## config.mk

```make
export PLATFORM = sky130hd
export DESIGN_NAME = principal_name_splitter_unit
export DESIGN_NICKNAME = d
export VERILOG_FILES = /design/src/hw/rtl/pns_pkg.sv /design/src/hw/rtl/pns_front.sv /design/src/hw/rtl/pns_queue.sv /design/src/hw/rtl/pns_back.sv /design/src/hw/rtl/principal_name_splitter_unit.sv
export SDC_FILE = /design/constraint.sdc
export NUM_CORES = 1
export LEC_CHECK = 0
export BUFFER_PORTS_ARGS = -buffer_cell sky130_fd_sc_hd__buf_2
export CAP_MARGIN = 10
export CORE_ASPECT_RATIO = 0.7
export CORE_MARGIN = 2
export CORE_UTILIZATION = 60
export DETAILED_ROUTE_END_ITERATION = 8
export PLACE_DENSITY_LB_ADDON = 0.12
export SYNTH_ARGS = -nofsm -noshare
export SYNTH_HDL_FRONTEND = slang
export SYNTH_SLANG_ARGS = --single-unit
```

## constraint.sdc

```tcl
create_clock -name clk -period 6 [get_ports clk]
set_clock_uncertainty 0.1 [all_clocks]
set_input_delay 0 -clock clk [delete_from_list [all_inputs] [get_ports clk]]
set_output_delay 0 -clock clk [all_outputs]
set_load 0.03 [all_outputs]
```

## src/hw/rtl/pns_pkg.sv

```systemverilog
// Shared types, codes and constants of the principal name splitter.
// No dependencies; imported by every module of the block.
package pns_pkg;

    localparam int COUNT_BITS = 8;
    localparam int LIM_BITS   = 8;
    localparam int LIM_W      = (COUNT_BITS > LIM_BITS) ? COUNT_BITS : LIM_BITS;
    localparam int COUNT_MAX  = (1 << COUNT_BITS) - 1;

    localparam int QUEUE_DEPTH = 4;
    localparam int QPTR_BITS   = $clog2(QUEUE_DEPTH);

    localparam logic [7:0] CH_BACKSLASH = 8'h5c;
    localparam logic [7:0] CH_PERIOD    = 8'h2e;
    localparam logic [7:0] CH_AT        = 8'h40;

    localparam logic [LIM_BITS-1:0] NAME_LIMIT_RST     = 8'd39;
    localparam logic [LIM_BITS-1:0] INSTANCE_LIMIT_RST = 8'd39;
    localparam logic [LIM_BITS-1:0] REALM_LIMIT_RST    = 8'd39;
    localparam logic [LIM_BITS-1:0] RAW_LIMIT_RST      = 8'd120;

    typedef enum logic [1:0] {
        MODE_BYTE     = 2'd0,
        MODE_BYTE_END = 2'd1,
        MODE_END      = 2'd2
    } mode_t;

    typedef enum logic [1:0] {
        REG_NAME_LIMIT     = 2'd0,
        REG_INSTANCE_LIMIT = 2'd1,
        REG_REALM_LIMIT    = 2'd2,
        REG_RAW_LIMIT      = 2'd3
    } reg_index_t;

    typedef enum logic [1:0] {
        FLD_NAME  = 2'd0,
        FLD_INST  = 2'd1,
        FLD_REALM = 2'd2
    } field_t;

    typedef enum logic [1:0] {
        CLS_PLAIN  = 2'd0,
        CLS_ESCAPE = 2'd1,
        CLS_PERIOD = 2'd2,
        CLS_AT     = 2'd3
    } byte_class_t;

    // Classified request carried from the front to the back.
    typedef struct packed {
        logic        has_byte;
        logic        ends;
        byte_class_t cls;
        logic [7:0]  data;
    } pns_item_t;

    typedef struct packed {
        logic full;
        logic empty;
    } pns_qstat_t;

    typedef struct packed {
        logic [LIM_BITS-1:0] name_limit;
        logic [LIM_BITS-1:0] instance_limit;
        logic [LIM_BITS-1:0] realm_limit;
        logic [LIM_BITS-1:0] raw_limit;
    } pns_limits_t;

    // Cap a limit register at the largest count value.
    function automatic logic [COUNT_BITS-1:0] eff_limit(input logic [LIM_BITS-1:0] lim);
        logic [LIM_W-1:0] wide;
        wide = LIM_W'(lim);
        if (wide > LIM_W'(COUNT_MAX))
        begin
            wide = LIM_W'(COUNT_MAX);
        end
        return COUNT_BITS'(wide);
    endfunction

endpackage

```

## src/hw/rtl/pns_front.sv

```systemverilog
// Front stage: accepts requests, classifies the byte and decodes the mode.
// Depends on pns_pkg; feeds pns_queue.
module pns_front
    import pns_pkg::*;
(
    input  logic       clk,
    input  logic       rst_n,
    input  logic       in_valid,
    output logic       in_stall,
    input  logic [1:0] mode,
    input  logic [7:0] in_byte,
    input  pns_qstat_t qstat,
    output logic       push,
    output pns_item_t  push_item
);

    logic      valid_reg;
    logic      valid_next;
    pns_item_t item_reg;
    pns_item_t item_next;
    logic      load;

    assign in_stall  = valid_reg && qstat.full;
    assign load      = in_valid && !in_stall;
    assign push      = valid_reg && !qstat.full;
    assign push_item = item_reg;

    always_comb
    begin
        item_next.has_byte = (mode == MODE_BYTE) || (mode == MODE_BYTE_END);
        item_next.ends     = (mode != MODE_BYTE);
        item_next.data     = in_byte;
        if (in_byte == CH_BACKSLASH)
        begin
            item_next.cls = CLS_ESCAPE;
        end
        else if (in_byte == CH_PERIOD)
        begin
            item_next.cls = CLS_PERIOD;
        end
        else if (in_byte == CH_AT)
        begin
            item_next.cls = CLS_AT;
        end
        else
        begin
            item_next.cls = CLS_PLAIN;
        end
        valid_next = load || (valid_reg && !push);
    end

    always_ff @(posedge clk or negedge rst_n)
    begin
        if (!rst_n)
        begin
            valid_reg <= 1'b0;
        end
        else
        begin
            valid_reg <= valid_next;
        end
    end

    always_ff @(posedge clk)
    begin
        if (load)
        begin
            item_reg <= item_next;
        end
    end

endmodule

```

## src/hw/rtl/pns_queue.sv

```systemverilog
// Short queue of classified requests between the front and the back.
// Depends on pns_pkg.
module pns_queue
    import pns_pkg::*;
(
    input  logic       clk,
    input  logic       rst_n,
    input  logic       push,
    input  pns_item_t  push_item,
    input  logic       pop,
    output pns_item_t  pop_item,
    output pns_qstat_t qstat
);

    pns_item_t            mem [QUEUE_DEPTH];
    logic [QPTR_BITS-1:0] wr_ptr_reg;
    logic [QPTR_BITS-1:0] wr_ptr_next;
    logic [QPTR_BITS-1:0] rd_ptr_reg;
    logic [QPTR_BITS-1:0] rd_ptr_next;
    logic [QPTR_BITS:0]   count_reg;
    logic [QPTR_BITS:0]   count_next;

    assign qstat.full  = (count_reg == (QPTR_BITS + 1)'(QUEUE_DEPTH));
    assign qstat.empty = (count_reg == '0);
    assign pop_item    = mem[rd_ptr_reg];

    always_comb
    begin
        wr_ptr_next = push ? wr_ptr_reg + 1'b1 : wr_ptr_reg;
        rd_ptr_next = pop  ? rd_ptr_reg + 1'b1 : rd_ptr_reg;
        count_next  = count_reg;
        if (push && !pop)
        begin
            count_next = count_reg + 1'b1;
        end
        else if (pop && !push)
        begin
            count_next = count_reg - 1'b1;
        end
    end

    always_ff @(posedge clk or negedge rst_n)
    begin
        if (!rst_n)
        begin
            wr_ptr_reg <= '0;
            rd_ptr_reg <= '0;
            count_reg  <= '0;
        end
        else
        begin
            wr_ptr_reg <= wr_ptr_next;
            rd_ptr_reg <= rd_ptr_next;
            count_reg  <= count_next;
        end
    end

    always_ff @(posedge clk)
    begin
        if (push)
        begin
            mem[wr_ptr_reg] <= push_item;
        end
    end

endmodule

```

## src/hw/rtl/pns_back.sv

```systemverilog
// Back stage: parser state, length checks and the registered result.
// Depends on pns_pkg; drains pns_queue.
module pns_back
    import pns_pkg::*;
(
    input  logic        clk,
    input  logic        rst_n,
    input  pns_limits_t limits,
    input  pns_qstat_t  qstat,
    input  pns_item_t   pop_item,
    output logic        pop,
    output logic        out_valid,
    input  logic        out_stall,
    output logic        char_valid,
    output logic [1:0]  field_tag,
    output logic [7:0]  out_char,
    output logic        done_res,
    output logic        status,
    output logic        instance_present,
    output logic        realm_present
);

    logic                  esc_reg, esc_next;
    field_t                field_reg, field_next;
    logic [COUNT_BITS-1:0] name_cnt_reg, name_cnt_next;
    logic [COUNT_BITS-1:0] inst_cnt_reg, inst_cnt_next;
    logic [COUNT_BITS-1:0] realm_cnt_reg, realm_cnt_next;
    logic [COUNT_BITS-1:0] raw_cnt_reg, raw_cnt_next;
    logic                  err_reg, err_next;
    logic                  inst_seen_reg, inst_seen_next;
    logic                  realm_seen_reg, realm_seen_next;

    logic                  out_valid_reg, out_valid_next;
    logic                  char_valid_reg, char_valid_next;
    logic [1:0]            field_tag_reg, field_tag_next;
    logic [7:0]            out_char_reg, out_char_next;
    logic                  done_reg, done_next;
    logic                  status_reg, status_next;
    logic                  inst_pres_reg, inst_pres_next;
    logic                  realm_pres_reg, realm_pres_next;

    logic                  do_emit;
    logic [COUNT_BITS-1:0] sel_cnt;
    logic [COUNT_BITS-1:0] sel_lim;

    assign pop              = !qstat.empty && (!out_valid_reg || !out_stall);
    assign out_valid        = out_valid_reg;
    assign char_valid       = char_valid_reg;
    assign field_tag        = field_tag_reg;
    assign out_char         = out_char_reg;
    assign done_res         = done_reg;
    assign status           = status_reg;
    assign instance_present = inst_pres_reg;
    assign realm_present    = realm_pres_reg;

    // Count and limit of the field that takes the next character.
    always_comb
    begin
        case (field_reg)
            FLD_NAME:
            begin
                sel_cnt = name_cnt_reg;
                sel_lim = eff_limit(limits.name_limit);
            end
            FLD_INST:
            begin
                sel_cnt = inst_cnt_reg;
                sel_lim = eff_limit(limits.instance_limit);
            end
            default:
            begin
                sel_cnt = realm_cnt_reg;
                sel_lim = eff_limit(limits.realm_limit);
            end
        endcase
    end

    always_comb
    begin
        esc_next        = esc_reg;
        field_next      = field_reg;
        name_cnt_next   = name_cnt_reg;
        inst_cnt_next   = inst_cnt_reg;
        realm_cnt_next  = realm_cnt_reg;
        raw_cnt_next    = raw_cnt_reg;
        err_next        = err_reg;
        inst_seen_next  = inst_seen_reg;
        realm_seen_next = realm_seen_reg;
        do_emit         = 1'b0;

        char_valid_next = 1'b0;
        field_tag_next  = '0;
        out_char_next   = '0;
        done_next       = 1'b0;
        status_next     = 1'b0;
        inst_pres_next  = 1'b0;
        realm_pres_next = 1'b0;
        out_valid_next  = out_valid_reg && out_stall;

        if (pop)
        begin
            out_valid_next = 1'b1;
            if (pop_item.has_byte && !err_reg)
            begin
                if (raw_cnt_reg >= eff_limit(limits.raw_limit))
                begin
                    err_next = 1'b1;
                end
                else
                begin
                    raw_cnt_next = raw_cnt_reg + 1'b1;
                    if (esc_reg)
                    begin
                        esc_next = 1'b0;
                        do_emit  = 1'b1;
                    end
                    else
                    begin
                        case (pop_item.cls)
                            CLS_ESCAPE:
                            begin
                                esc_next = 1'b1;
                            end
                            CLS_PERIOD:
                            begin
                                if (field_reg == FLD_NAME)
                                begin
                                    if (name_cnt_reg == '0)
                                    begin
                                        err_next = 1'b1;
                                    end
                                    else
                                    begin
                                        field_next     = FLD_INST;
                                        inst_seen_next = 1'b1;
                                    end
                                end
                                else
                                begin
                                    do_emit = 1'b1;
                                end
                            end
                            CLS_AT:
                            begin
                                if (field_reg == FLD_NAME)
                                begin
                                    if (name_cnt_reg == '0)
                                    begin
                                        err_next = 1'b1;
                                    end
                                    else
                                    begin
                                        inst_seen_next  = 1'b1;
                                        realm_seen_next = 1'b1;
                                        field_next      = FLD_REALM;
                                    end
                                end
                                else if (field_reg == FLD_INST)
                                begin
                                    realm_seen_next = 1'b1;
                                    field_next      = FLD_REALM;
                                end
                                else
                                begin
                                    err_next = 1'b1;
                                end
                            end
                            default:
                            begin
                                do_emit = 1'b1;
                            end
                        endcase
                    end
                end
            end

            if (do_emit)
            begin
                if (sel_cnt >= sel_lim)
                begin
                    err_next = 1'b1;
                end
                else
                begin
                    char_valid_next = 1'b1;
                    out_char_next   = pop_item.data;
                    case (field_reg)
                        FLD_NAME:
                        begin
                            name_cnt_next  = name_cnt_reg + 1'b1;
                            field_tag_next = FLD_NAME;
                        end
                        FLD_INST:
                        begin
                            inst_cnt_next  = inst_cnt_reg + 1'b1;
                            field_tag_next = FLD_INST;
                        end
                        default:
                        begin
                            realm_cnt_next = realm_cnt_reg + 1'b1;
                            field_tag_next = FLD_REALM;
                        end
                    endcase
                end
            end

            // Report the string end, then return to the idle parse state.
            if (pop_item.ends)
            begin
                done_next       = 1'b1;
                status_next     = err_next;
                inst_pres_next  = inst_seen_next;
                realm_pres_next = realm_seen_next;
                esc_next        = 1'b0;
                field_next      = FLD_NAME;
                name_cnt_next   = '0;
                inst_cnt_next   = '0;
                realm_cnt_next  = '0;
                raw_cnt_next    = '0;
                err_next        = 1'b0;
                inst_seen_next  = 1'b0;
                realm_seen_next = 1'b0;
            end
        end
    end

    always_ff @(posedge clk or negedge rst_n)
    begin
        if (!rst_n)
        begin
            esc_reg        <= 1'b0;
            field_reg      <= FLD_NAME;
            name_cnt_reg   <= '0;
            inst_cnt_reg   <= '0;
            realm_cnt_reg  <= '0;
            raw_cnt_reg    <= '0;
            err_reg        <= 1'b0;
            inst_seen_reg  <= 1'b0;
            realm_seen_reg <= 1'b0;
            out_valid_reg  <= 1'b0;
        end
        else
        begin
            esc_reg        <= esc_next;
            field_reg      <= field_next;
            name_cnt_reg   <= name_cnt_next;
            inst_cnt_reg   <= inst_cnt_next;
            realm_cnt_reg  <= realm_cnt_next;
            raw_cnt_reg    <= raw_cnt_next;
            err_reg        <= err_next;
            inst_seen_reg  <= inst_seen_next;
            realm_seen_reg <= realm_seen_next;
            out_valid_reg  <= out_valid_next;
        end
    end

    // Result payload loads only when a request is drained.
    always_ff @(posedge clk)
    begin
        if (pop)
        begin
            char_valid_reg <= char_valid_next;
            field_tag_reg  <= field_tag_next;
            out_char_reg   <= out_char_next;
            done_reg       <= done_next;
            status_reg     <= status_next;
            inst_pres_reg  <= inst_pres_next;
            realm_pres_reg <= realm_pres_next;
        end
    end

endmodule

```

## src/hw/rtl/principal_name_splitter_unit.sv

```systemverilog
// Top level of the principal name splitter: limit registers, front, queue and back.
// Depends on pns_pkg, pns_front, pns_queue and pns_back.
//
// The block takes one request per clock cycle while in_stall is low and returns
// exactly one result per request, in order. A request passes the front register, a
// four-entry queue and the back parser, which updates its flags and counters and
// loads the registered result; the queue absorbs output stalls until it is full,
// then the input stalls. The user must write limit registers through the cfg
// port only while no string is in flight; the block itself does not enforce it.
module principal_name_splitter_unit
    import pns_pkg::*;
(
    input  logic       clk,
    input  logic       rst_n,
    input  logic       cfg_we,
    input  logic [1:0] cfg_index,
    input  logic [7:0] cfg_data,
    input  logic       in_valid,
    output logic       in_stall,
    input  logic [1:0] mode,
    input  logic [7:0] in_byte,
    output logic       out_valid,
    input  logic       out_stall,
    output logic       char_valid,
    output logic [1:0] field_tag,
    output logic [7:0] out_char,
    output logic       done_res,
    output logic       status,
    output logic       instance_present,
    output logic       realm_present
);

    pns_limits_t limits_reg;
    pns_limits_t limits_next;
    pns_qstat_t  qstat;
    pns_item_t   push_item;
    pns_item_t   pop_item;
    logic        push;
    logic        pop;

    always_comb
    begin
        limits_next = limits_reg;
        if (cfg_we)
        begin
            case (cfg_index)
                REG_NAME_LIMIT:     limits_next.name_limit     = cfg_data;
                REG_INSTANCE_LIMIT: limits_next.instance_limit = cfg_data;
                REG_REALM_LIMIT:    limits_next.realm_limit    = cfg_data;
                REG_RAW_LIMIT:      limits_next.raw_limit      = cfg_data;
                default:            limits_next                = limits_reg;
            endcase
        end
    end

    always_ff @(posedge clk or negedge rst_n)
    begin
        if (!rst_n)
        begin
            limits_reg.name_limit     <= NAME_LIMIT_RST;
            limits_reg.instance_limit <= INSTANCE_LIMIT_RST;
            limits_reg.realm_limit    <= REALM_LIMIT_RST;
            limits_reg.raw_limit      <= RAW_LIMIT_RST;
        end
        else
        begin
            limits_reg <= limits_next;
        end
    end

    pns_front u_front (
        .clk       (clk),
        .rst_n     (rst_n),
        .in_valid  (in_valid),
        .in_stall  (in_stall),
        .mode      (mode),
        .in_byte   (in_byte),
        .qstat     (qstat),
        .push      (push),
        .push_item (push_item)
    );

    pns_queue u_queue (
        .clk       (clk),
        .rst_n     (rst_n),
        .push      (push),
        .push_item (push_item),
        .pop       (pop),
        .pop_item  (pop_item),
        .qstat     (qstat)
    );

    pns_back u_back (
        .clk              (clk),
        .rst_n            (rst_n),
        .limits           (limits_reg),
        .qstat            (qstat),
        .pop_item         (pop_item),
        .pop              (pop),
        .out_valid        (out_valid),
        .out_stall        (out_stall),
        .char_valid       (char_valid),
        .field_tag        (field_tag),
        .out_char         (out_char),
        .done_res         (done_res),
        .status           (status),
        .instance_present (instance_present),
        .realm_present    (realm_present)
    );

endmodule

```

# [Yosys cells after proc, flatten, opt, wreduce, memory -nomap -nowiden]
# Memory sizes are Yosys's and may differ from the RTL's.
# Cells that the tools add are included.
[word_totals] inputBits=25 mem_count=1 ram_bits=48 out_inout_bits=17 word_cells=190 regBits=106
[classes] bitwise=1 add_sub_neg=8 n_eq_ne=20 mux=80 reduce_logical=45 order_cmp=6
[mem_list] memory="u_queue.mem" words=4 width=12 read_ports=1 rd_clocked_by_memory_dff=0 write_ports=1 line="pns_queue.sv:15" text="pns_item_t mem [QUEUE_DEPTH];"
[ops] op="8-bit two-way mux" n=21
[ops] op="1-bit two-way mux" n=40
[ops] op="8-bit by 1-bit adder with 8-bit output, second input constant" n=4
[ops] op="8-bit greater-than comparator, second input constant" n=4
[ops] op="8-bit one-hot mux with 2 select lines" n=2
[ops] op="2-bit two-way mux" n=11
[ops] op="8-bit by 7-bit == test with 1-bit output, second input constant" n=2
[ops] op="8-bit >= comparator" n=2
[ops] op="4-bit AND reduction" n=3
[ops] op="2-bit nonzero test" n=6
[ops] op="1-bit logical AND" n=9
[ops] op="9-bit AND reduction" n=1
[ops] op="2-bit by 1-bit == test with 1-bit output, second input constant" n=4
[ops] op="2-bit == test, second input constant" n=4
[ops] op="8-bit by 6-bit == test with 1-bit output, second input constant" n=1
[ops] op="1-bit logical NOT" n=8
[ops] op="8-bit logical NOT" n=1
[ops] op="2-bit one-hot mux with 2 select lines" n=2
[ops] op="2-bit AND reduction" n=4
[ops] op="2-bit OR reduction" n=4
[ops] op="2-bit logical NOT" n=3
[ops] op="3-bit two-way mux" n=2
[ops] op="2-bit inequality test, second input constant" n=3
[ops] op="2-bit by 1-bit adder with 2-bit output, second input constant" n=2
[ops] op="14 further kinds" n=17

# [Logic depth before layout (Yosys ltp)]
[logic_depth] depth_word=10 depth_mapped=15 ltp_nobuf=11

# [Hierarchy]
# From an unflattened synthesis, not the netlist that was laid out.
[unflattened] hier_cells=581 hier_area_um2=7533.5
[modules_own_cells] module="pns_back" n_inst=1 area_per_inst_um2=3666.0 seq_area_each_um2=1426.4 cells_per_inst=389
[modules_own_cells] module="pns_queue" n_inst=1 area_per_inst_um2=2153.3 seq_area_each_um2=1616.6 cells_per_inst=97
[modules_own_cells] module="principal_name_splitter_unit" n_inst=1 area_per_inst_um2=1232.4 seq_area_each_um2=820.8 cells_per_inst=68
[modules_own_cells] module="pns_front" n_inst=1 area_per_inst_um2=481.7 seq_area_each_um2=385.4 cells_per_inst=27

# [Worst setup path before layout]
# OpenSTA, ideal clock, no wires.
[synth_path] kind="flip-flop to flip-flop" startpoint="register u_back.field_reg[0]" endpoint="register u_back.inst_cnt_reg[5]" required_ps=5834 period_less_slack_ps=3757 stages_incl_launch_ff=14 slack_ps=2243 t_arrival_ps=3591 path_buffers=4 setup_ps=66 path_cell_list="dfrtp_1 clkbuf_1 buf_1 mux2i_1 o21ai_0 ha_1 nand2b_1 a2111oi_0 o41ai_1 or4_1 buf_2 buf_6 or4_1 nand2_1"
[synth_between] elab_chain_len=9 word_cells_on_any_way=15 classes_between="order compare (1); eq/ne (2); mux (8); reduce/logical (4)"
[synth_rtl] item="from (decl)" line="pns_back.sv:24" text="field_t field_reg, field_next;"
[synth_rtl] item="from (signal assigned)" line="pns_back.sv:245" text="field_reg <= field_next;"
[synth_rtl] item="parallel branches: the longest is 8 deep, another holds 8-bit >= comparator"
[synth_rtl] item="4-bit AND reduction (no source line) *"
[synth_rtl] item="to (signal assigned)" line="pns_back.sv:247" text="inst_cnt_reg <= inst_cnt_next;"
[synth_rtl] item="to (decl)" line="pns_back.sv:26" text="logic [COUNT_BITS-1:0] inst_cnt_reg, inst_cnt_next;"
# Every way passes the cells marked *. The select of a mux whose other input is x is not followed.
# A chain may end at the register's enable or synchronous reset.

# [Worst setup path in the final report]
[layout_path] startpoint="register u_back.field_reg[0]" endpoint="register u_back.out_char_reg[1] (netlist: u_back.out_char[1]) (data pin)"
[layout_between] elab_chain_len=9 word_cells_on_any_way=13 classes_between="order compare (1); eq/ne (1); mux (8); bitwise (1); reduce/logical (2)"
[layout_rtl] item="parallel branches: the longest is 8 deep, another holds 8-bit >= comparator"
[layout_rtl] item="2-bit OR reduction (no source line) *"
[layout_rtl] item="to (signal assigned)" line="pns_back.sv:264" text="out_char_reg <= out_char_next;"
[layout_rtl] item="to (decl)" line="pns_back.sv:36" text="logic [7:0] out_char_reg, out_char_next;"
# Marks and branches as above.

==> flow_summary.yaml <==
clock_tree:
  cts_setup_buffers: 0
  cts_tree: "yes"
  cts_inserted_buffers: 17
  clk-insertion-delay-late_ps: 410
  clockRootBuffer: "clkbuf_16"
  clock_path_buffers: 2
  ctsResizeCount: 0
  clock-sinks: 154
  path_clk_slew_ps: 60
  ctsHoldBuffers: 21
  h-tree-depth: 4
sta:
  slew_viol_final: 0
  setup_viol: 0
  hold_violations: 0
  slew-limit-headroom: 0.207
  hold_ws_ps: 60.4
  max_freq_mhz: 230
  rsz0062_at_grt: "no"
  period_needed_ps: 4350
  post-route-period-util: 0.725
  fin_tns_setup_ps: 0
  tightest_slew_ps: 1190
grt:
  grt_start_max_net_pins: 80
  grt_pass1_vias: 4991
  globalRouteOverflowTotal: 0
  grt_pass1_wl_um: 25400
  grt_usage: 0.258
  antenna_found_initial: 0
die:
  placementRows: 33
  io_pins: 42
  die_h_um: 96.1
  core_um2: 11800
  dieArea_um2: 13000
  die_w_um: 136
  start_util: 0.617
synth:
  synthArstFlopShare: 0.513
  syn_nets: 632
  synth_seq_cells: 154
  synth_top_cell_by_area: "edfxtp_1"
  yosys.cell_types.count: 55
  synthFlopType: "edfxtp_1"
  avgSynthCellArea_um2: 12.5
  ys_top_cells_by_area: "edfxtp_1 (31%), dfrtp_1 (22%), dfstp_2 (5.8%), mux2_2 (5.4%), ha_1 (4.5%)"
  synth_edf_count: 75
  synthCells: 580
  yosys_warnings: 0
  synth_top_area_share: 0.310
  syn_area_um2: 7260
  ys_seq_area_frac: 0.585
setup_path:
  critPathRequiredTime_ps: 6070
  slowest_delay_ps: 990
  crit_buf_inv: 2
  critPathLaunchType: "flop"
  crit_arrival_ps: 4420
  worstPathCellList: "buf_4 -> mux2i_1 -> o21ai_0 -> ha_1 -> o21a_1 -> nor2_1 -> o41ai_1 -> or4_1 -> inv_2 -> and2_1"
  path_class: "flop to flop"
  cp-end-kind: "flop"
  cp_slowest_cell: "or4_1"
  crit_path_max_fanout: 37
  critPathTopFamily: "simple AND/OR/NAND/NOR gates"
pwr:
  p_per_area_nw_per_um2: 471
  power.leakage_nw: 3.45
  peakVddDrop_uv: 293
cells_and_area:
  multi_input_area_um2: 2830
  regArea_um2: 4250
  nets: 693
  syn_to_final_growth_pct: 16.3
  largest_register_ffs: 48
  drive_gt1_frac: 0.216
  n_antenna_cell: 0
  fillers: 821
placed_design:
  dp_hpwl_um: 10400
  io_buffers: 41
  place_congestion: 0.851
outcome:
  status: "completed"
route:
  totalWireLength_um: 15600
  wl_per_cell_um: 19.2
  dr.pass1.iters: 5
  drc_errors: 0
  ant_nets: 0
  drt-vias-per-instance: 6.24
  drtIter0Drc: 484
  num_vias: 5060
run:
  maxCapViolCount: 0
worst_hold_path:
  hp-class: "input port to flop"
worst paths after layout:
kind / start / endpoint / slack (ps) / depth (start not counted)
worst max-delay path: u_back.field_reg[0] / u_back.out_char[1] / 1650 / 10
worst min-delay path: cfg_index[0] / limits_reg[26] / 60 / 4
worst max register to register: u_back.field_reg[0] / u_back.out_char[1] / 1650 / 10
worst min register to register: u_front.push_item[10] / u_queue.mem[1][10] / 400 / 0
max in group asynchronous: rst_n / u_back.realm_cnt_reg[0] / 4930 / 2
min in group asynchronous: rst_n / u_back.name_cnt_reg[7] / 180 / 2
through the flow:
step / area [µm²] / cells / power, mW / util / setup WS [ps]
global route: 8450 / 811 / 4.18 / 0.718 / 1390
finish: 8450 / 811 / 3.98 / 0.718 / 1650
global placement: 7590 / 758 / 2.74 / 0.645 / 1940
floorplan: 7260 / 580 / 2.46 / - / 2240
CTS: 8450 / 811 / 3.99 / 0.718 / 1730
detailed placement: 7590 / 758 / 2.79 / 0.645 / 1750
routing by layer:
layer / global-route usage / vias up / wire length, µm
li1: - / 2306 / -
met1: 0.382 / 2544 / 7410
met2: 0.386 / 183 / 7020
met3: 0.0511 / 27 / 856
met4: 0.0911 / 0 / 281
met5: 0 / - / 0
synthesized netlist by cell type (all sizes together) (16+ instances only):
library cell   n
dfrtp         63
ha            26
o21ai         17
nor2          31
dfstp         16
nand3         21
a21oi         19
mux2i         18
inv           20
nand2         59
clkbuf        18
edfxtp        75
mux2          35
cell usage in the layout, fill, tap and decap left out, types with 11 or more instances in the layout:
| master | Yosys | layout |
|---|---|---|
| edfxtp_1 | 75 | 75 |
| dfrtp_1 | 63 | 63 |
| nand2_1 | 59 | 59 |
| buf_2 | 1 | 40 |
| mux2_2 | 35 | 35 |
| nor2_1 | 31 | 31 |
| ha_1 | 26 | 26 |
| nand3_1 | 21 | 21 |
| dlygate4sd3_1 | 0 | 21 |
| a21oi_1 | 19 | 19 |
| mux2i_1 | 18 | 18 |
| inv_1 | 17 | 17 |
| clkbuf_16 | 0 | 17 |
| dfstp_2 | 16 | 16 |
| o21ai_0 | 15 | 15 |
| and2_1 | 14 | 14 |
| or4_1 | 14 | 14 |
| and3_1 | 11 | 11 |
| mux4_2 | 11 | 11 |
| o211ai_1 | 11 | 11 |
logic make-up (layout without fill, tap and decap cells):
family | after synthesis | after routing | share of synthesized area
xor+xnor | 6 | 6 | 0.00723
mux | 64 | 64 | 0.113
buf+inv | 44 | 118 | 0.0250
compound gates | 101 | 101 | 0.0965
flops | 154 | 154 | 0.585
fa+ha+maj | 27 | 27 | 0.0475
simple gates | 184 | 184 | 0.126
final cells by class:
cell class                 instances  share of cell area
inverter                          20             0.00888
timing repair buffer              66              0.0530
clock inverter                    13              0.0256
clock buffer                      19              0.0512
sequential                       154               0.503
tap                              157              0.0232
multi-input combinational        382               0.335
tightest hold or removal path: stages:
cell	delay (ps)
buf_2	100
nor3b_1	50
buf_4	170
mux2_2	220
power by group:
group / switching, mW / leakage (nW) / internal (mW)
combinational: 0.774 / 1.44 / 0.437
clock: 0.432 / 0.312 / 0.745
sequential: 0.193 / 1.69 / 1.40
Note: power is estimated with default switching activity, not from simulation.
